==> src/hdl/mrrc_pkg.sv <==
`timescale 1ns / 1ps

package mrrc_pkg;

  // Reflected CRC-16 as used on Modbus RTU links.
  localparam logic [15:0] CRC_SEED = 16'hFFFF;
  localparam logic [15:0] CRC_POLY = 16'hA001;

  // Byte positions inside the nine-byte read reply.
  localparam int unsigned IDX_W = 4;
  localparam logic [IDX_W-1:0] IDX_CRC_END  = 4'd7;  // first byte outside the CRC
  localparam logic [IDX_W-1:0] IDX_TEMP_HI  = 4'd3;
  localparam logic [IDX_W-1:0] IDX_TEMP_LO  = 4'd4;
  localparam logic [IDX_W-1:0] IDX_HUM_HI   = 4'd5;
  localparam logic [IDX_W-1:0] IDX_HUM_LO   = 4'd6;
  localparam logic [IDX_W-1:0] IDX_CRC_LO   = 4'd7;
  localparam logic [IDX_W-1:0] IDX_LAST     = 4'd8;
  localparam logic [IDX_W-1:0] IDX_DONE     = 4'd9;

  // Input command codes.
  localparam logic CMD_START = 1'b0;
  localparam logic CMD_BYTE  = 1'b1;

endpackage

==> src/hdl/mrrc_crc_byte.sv <==
`timescale 1ns / 1ps

module mrrc_crc_byte
  import mrrc_pkg::*;
(
  input  logic [15:0] crc_in,
  input  logic [7:0]  data_in,
  output logic [15:0] crc_out
);

  // Eight bit steps of the LSB-first CRC, unrolled into one byte update.
  always_comb begin
    logic [15:0] c;
    c = crc_in ^ {8'h00, data_in};
    for (int k = 0; k < 8; k++) begin
      if (c[0]) begin
        c = (c >> 1) ^ CRC_POLY;
      end else begin
        c = c >> 1;
      end
    end
    crc_out = c;
  end

endmodule

==> config.mk <==
export PLATFORM = sky130hd
export DESIGN_NAME = mrrc_crc_byte
export DESIGN_NICKNAME = d
export VERILOG_FILES = /design/src/hdl/mrrc_pkg.sv /design/src/hdl/mrrc_crc_byte.sv
export SDC_FILE = /design/constraint.sdc
export NUM_CORES = 1
export LEC_CHECK = 0
export ABC_CLOCK_PERIOD_IN_PS = 1400
export BUFFER_PORTS_ARGS = -buffer_cell sky130_fd_sc_hd__buf_2
export CORE_AREA = 2 2 39 41
export DETAILED_ROUTE_END_ITERATION = 7
export DIE_AREA = 0 0 41 43
export GPL_ROUTABILITY_DRIVEN = 0
export PLACE_DENSITY = 0.68
export SLEW_MARGIN = 0
export SYNTH_ARGS = -nofsm -noshare
export SYNTH_HDL_FRONTEND = slang
export SYNTH_SLANG_ARGS = --single-unit
==> constraint.sdc <==
create_clock -name vclk -period 1.4
set_input_delay 0.07 -clock vclk [all_inputs]
set_output_delay 0.07 -clock vclk [all_outputs]
set_load 0.03 [all_outputs]
==> key figures, run 1 <==
Synthesis
  • Synth Area in Compound Gates: 0
  • Average size of a mapped cell: a little under 10 um^2
  • Post-Synth Simple-Gate Area: 0
  • Ys Warns: 0
  • Mapped Cells: 29
  • Synth cell types: 5
  • Seq/Total Area, Yosys: 0
  • Post-Synth XOR/XNOR Area: 0.868
  • Mapped Area: 284 um^2
  • Post-synth net total: 53
  • Post-synthesis mux area share: 0
  • Largest family of logic cells by synthesized area: XOR/XNOR gates
  • Adder-cell share of the synthesized area: 0

Cells and area
  • P&R area growth vs syn: 159%
  • Fin nets: 93
  • Seq Cell Count: 0
  • Clock buf count: 0
  • Leading cell types in the layout, fill and taps excluded: buf_2, buf_4, xnor2_2
  • N_diodes: 0
  • Share of layout cells above drive strength 1: 0.910
  • Commonest non-fill, non-tap cell in the layout: buf_2
  • FF+latch area: 0 um^2
  • Final std cells w/o fill: between 80 and 90

Critical path
  • Critical Path Source Type: input port
  • Endpoint type of the worst setup path: primary output
  • Critical path launch point: data_in[2]
  • Cell family with most CP delay: XOR/XNOR gates
  • CP Depth: 6
  • CP max stage cell: xnor3_2
  • CP Cell Sequence: buf_4 > xnor2_4 > xor2_4 > xnor2_2 > xnor3_2 > buf_6
  • Critical path class: in -> out
  • CP max stage delay: 0.37 ns
  • Critical Path Fanout Max: 3
  • Worst Setup EP: crc_out[0]
  • Req. time, crit path: 1.33 ns
  • WP data arrival: around 1.3 ns
  • Buf/Inv on CP: 2

Run
  • Max Cap Viol: 0

Global route
  • Total grt overflow: 0
  • Vias in the first global route: 307
  • Global-route wire length before repair: ~1200 um
  • All-layer global routing usage: 0.0878
  • Largest net degree at the start of global routing: 4
  • Initial antenna violation count: 0

Timing
  • Max-slew violations: 0
  • Hold Vio Cnt, Final: 0
  • Max Clk Rate: just over 700 MHz
  • Setup ws final: approximately 0.014 ns
  • Unrepaired setup endpoints after global routing: true
  • Final setup fails: 0
  • Period utilisation layout: 0.990
  • Slew headroom: 0.821
  • Fin crit period: between 1 and 1.5 ns
  • Final setup TNS: 0 ns
  • Slew at the pin closest to its max-slew limit: roughly 0.27 ns

Routing
  • WL met2: slightly below 500 um
  • Met3 wire length: 72 um
  • Final Routed Wirelength: 751 um
  • Routed wire per std cell: just over 9 um
  • Number of vias per cell: 3.77
  • Via count: 313
  • Metal-1 WL: 195 um
  • Drt pass-1 iters: 1
  • Initial DRC count: 0
  • Top sig layer: met3
  • Post-route ant nets: 0
  • # DRC: 0

Floorplanning
  • Core area: 1380 um^2
  • Die Wd: roughly 40 um
  • Std cell rows: 14
  • Ports: 40
  • Die H: 43 um
  • Initial Util: 0.205
  • DIE AREA: 1760 um^2

Pwr
  • PD cells: 1290 nW/um^2
  • Worst vdd ir: 428 uV
  • Lkg Pwr: 0.358 nW

Place
  • Placed cells: 80
  • HPWL after DPL: 657 um
  • PortBufs: 30
  • Dpl ws: -0.0772 ns

Run status
  • Outcome: completed

Clock network
  • CTS Hold Bufs: 0

Min path
  • HP Class: in -> out
routing by layer:
layer / global-route usage / vias up
li1: - / 157
met2: 0.184 / 18
met4: 0.00667 / 0
met1: 0.0882 / 138
met5: 0 / -
met3: 0 / 0
area by class of cell:
| class | count | area [um^2] |
|---|---|---|
| Fill cell | 123 | 649 |
| Multi-Input combinational cell | 24 | 432 |
| Timing Repair Buffer | 43 | 283 |
| Tap cell | 16 | 20.0 |
worst min-delay path by stage:
stage          startpoint         end  cells past startpoint
2_1_floorplan   crc_in[9]  crc_out[1]                      1
3_3_place_gp   crc_in[11]  crc_out[3]                      0
3_5_place_dp   crc_in[11]  crc_out[3]                      0
4_1_cts        crc_in[11]  crc_out[3]                      0
5_1_grt        crc_in[10]  crc_out[2]                      0
6_report        crc_in[9]  crc_out[1]                      0
Yosys cell counts:
master / instances / area [um^2]
xnor3_1: 1 / 22.5
buf_4: 5 / 37.5
xnor2_2: 3 / 48.8
xor2_1: 6 / 52.6
xnor2_1: 14 / 123
stage by stage:
step | cell area (um^2) | utilization | power (mW) | hold WS [ns]
6_report | 734 | 0.531 | 0.944 | 0.140
5_1_grt | 734 | 0.531 | 1.01 | 0.140
4_1_cts | 649 | 0.469 | 0.858 | 0.140
3_5_place_dp | 606 | 0.438 | 0.815 | 0.140
3_3_place_gp | 606 | 0.438 | 0.796 | 0.140
2_1_floorplan | 398 | - | 0.597 | 0.272
where the power goes:
group / switching (mW) / leakage [nW] / total (mW) / internal, mW
Combinational: 0.486 / 0.358 / 0.944 / 0.458
Clock: 0 / 0 / 0 / 0
Sequential: 0 / 0 / 0 / 0
cell families after synthesis:
family	count (synthesis)
xor+xnor	24
buf+inv	5
timing repair:
action,4_1_cts,5_1_grt
endpoints found under the setup margin,2,3
endpoints found under the hold margin,0,0
buffers inserted,2,2
pin swaps,3,7
gates cloned,0,0
gates resized for setup,4,16
Note: power is estimated with default switching activity, not from simulation.
==> run 2, diff against run 1 <==
--- a/config.mk
+++ b/config.mk
@@ -12,6 +12,8 @@
 export DIE_AREA = 0 0 41 43
 export GPL_ROUTABILITY_DRIVEN = 0
 export PLACE_DENSITY = 0.68
+export REMOVE_ABC_BUFFERS = 1
+export SKIP_LAST_GASP = 1
 export SLEW_MARGIN = 0
 export SYNTH_ARGS = -nofsm -noshare
 export SYNTH_HDL_FRONTEND = slang
==> run 2 against run 1 <==
Net effect:
- clock-buffer cell count is the same
- highest routed layer unchanged
- sequential share of layout area is the same
- flip-flop and latch count is the same
- design area shrank 18%
- worst setup slack gained 0.037 ns
- power shrank 10%
- via count grew 2.6%
==> key figures, run 2 (synthesis gave the netlist of run 1 again) <==
Place
  • PortBufs: 30 (unchanged)
  • Dpl ws: -0.0228 ns (was -0.0772 ns)
  • Placed cells: 80 (unchanged)
  • HPWL after DPL: 620 um (was 657 um)
  • Post-DP Area: 492 um^2 (was 606 um^2)

Timing
  • Unrepaired setup endpoints after global routing: true (unchanged)
  • Slew headroom: 0.805 (was 0.821)
  • Setup ws final: 0.0517 ns (was 0.0142 ns)
  • Period utilisation layout: 0.963 (was 0.990)
  • Max-slew violations: 0 (unchanged)
  • Worst hold slack: 0.140 ns (about the same)
  • Hold Vio Cnt, Final: 0 (unchanged)
  • Final setup TNS: 0 ns (unchanged)
  • Max Clk Rate: 742 MHz (was 722 MHz)
  • Slew at the pin closest to its max-slew limit: 0.291 ns (was 0.268 ns)
  • Final setup fails: 0 (unchanged)
  • Fin crit period: 1.35 ns (was 1.39 ns)

Pwr
  • PD cells: 1410 nW/um^2 (was 1290 nW/um^2)
  • Clock power frac: 0 (about the same)
  • Sw Pwr: 0.443 mW (was 0.486 mW)
  • Overall Power: 0.849 mW (was 0.944 mW)
  • Lkg Pwr: 0.317 nW (was 0.358 nW)
  • Worst vdd ir: 548 uV (was 428 uV)
  • Switch share: 0.522 (was 0.515)
  • Logic gate share of total power: 1.000 (about the same)
  • Internal Power: 0.406 mW (was 0.458 mW)
  • Fraction of power consumed by sequential logic: 0 (about the same)

Critical path
  • Req. time, crit path: 1.33 ns (about the same)
  • Critical Path Fanout Max: 3 (unchanged)
  • CP Cell Sequence: buf_2 > xnor2_2 > xor2_1 > buf_4 > xnor2_4 > xnor3_1 > buf_6 (was buf_4 > xnor2_4 > xor2_4 > xnor2_2 > xnor3_2 > buf_6)
  • Critical path class: in -> out (unchanged)
  • CP max stage delay: 0.33 ns (was 0.37 ns)
  • Critical Path Source Type: input port (unchanged)
  • WP data arrival: 1.28 ns (was 1.32 ns)
  • CP max stage cell: xnor3_1 (was xnor3_2)
  • Cell family with most CP delay: XOR/XNOR gates (unchanged)
  • Buf/Inv on CP: 3 (was 2)
  • Endpoint type of the worst setup path: primary output (unchanged)

Cells and area
  • Final std cells w/o fill: 82 (was 83)
  • P&R area growth vs syn: 111% (was 159%)
  • Share of layout cells above drive strength 1: 0.803 (was 0.910)
  • Fill cells: 137 (was 123)
  • Leading cell types in the layout, fill and taps excluded: buf_2, buf_4, xnor2_2 (unchanged)
  • Fin nets: 92 (was 93)
  • Seq Cell Count: 0 (unchanged)
  • Commonest non-fill, non-tap cell in the layout: buf_2 (unchanged)
  • Final core utilization: 0.434 (was 0.531)
  • Clock buf count: 0 (unchanged)
  • FF+latch area: 0 um^2 (unchanged)
  • N_diodes: 0 (unchanged)
  • Fin area: 601 um^2 (was 734 um^2)

Run
  • Max Cap Viol: 0 (unchanged)

Global route
  • Largest net degree at the start of global routing: 4 (unchanged)
  • GR met3 Demand/Resource: 0.0262 (was 0)
  • Initial antenna violation count: 0 (unchanged)
  • GR peak layer: met2 (unchanged)
  • M1 GR Usage: 0.0801 (was 0.0882)
  • Vias in the first global route: 289 (was 307)
  • M2 GR Usage: 0.159 (was 0.184)
  • Total grt overflow: 0 (unchanged)
  • All-layer global routing usage: 0.0812 (was 0.0878)
  • Global-route wire length before repair: 1080 um (was 1170 um)

Routing
  • Drt pass-1 iters: 1 (unchanged)
  • Number of vias per cell: 3.91 (was 3.77)
  • Via count: 321 (was 313)
  • Initial DRC count: 0 (unchanged)
  • Final Routed Wirelength: 682 um (was 751 um)
  • Routed wire per std cell: 8.32 um (was 9.05 um)
  • Post-route ant nets: 0 (unchanged)
  • # DRC: 0 (unchanged)

Run status
  • Outcome: completed (unchanged)

Floorplanning
  • Core area: 1380 um^2 (unchanged)
  • DIE AREA: 1760 um^2 (unchanged)
  • Initial Util: 0.205 (unchanged)
  • Std cell rows: 14 (unchanged)
  • Die H: 43 um (unchanged)
  • Ports: 40 (unchanged)
  • Die Wd: 41 um (unchanged)

Clock network
  • CTS Hold Bufs: 0 (unchanged)

Min path
  • HP Class: in -> out (unchanged)
-- run 2: final timing paths --
kind | slack [ns] | to | cells past startpoint | startpoint
worst max-delay path | 0.05 | crc_out[0] | 7 | data_in[1]
worst min-delay path | 0.14 | crc_out[1] | 0 | crc_in[9]
-- run 2: cell type report --
class | instances | area [um^2] | area share
repair buffers | 42 | 251 | 0.419
multi-input cells | 24 | 329 | 0.548
well taps | 16 | 20.0 | 0.0333
-- run 2: routing by layer --
layer | vias to the layer above | part of all wire
met5 | - | 0
met4 | 0 | 0
met3 | 0 | 0.11
met2 | 22 | 0.62
met1 | 141 | 0.27
li1 | 158 | -
-- run 2: power by group through the flow --
stage               Combinational [mW]  Clock [mW]  Sequential, mW
CTS                              0.737           0               0
finish                           0.849           0               0
global placement                 0.682           0               0
floorplan                        0.469           0               0
detailed placement               0.694           0               0
global route                     0.904           0               0
-- run 2: what timing repair did --
action	in CTS	in global routing
resized for setup	5	12
gates cloned	0	0
pin swaps	0	4
buffers inserted	0	2
endpoints found under the hold margin	0	0
endpoints found under the setup margin	1	3
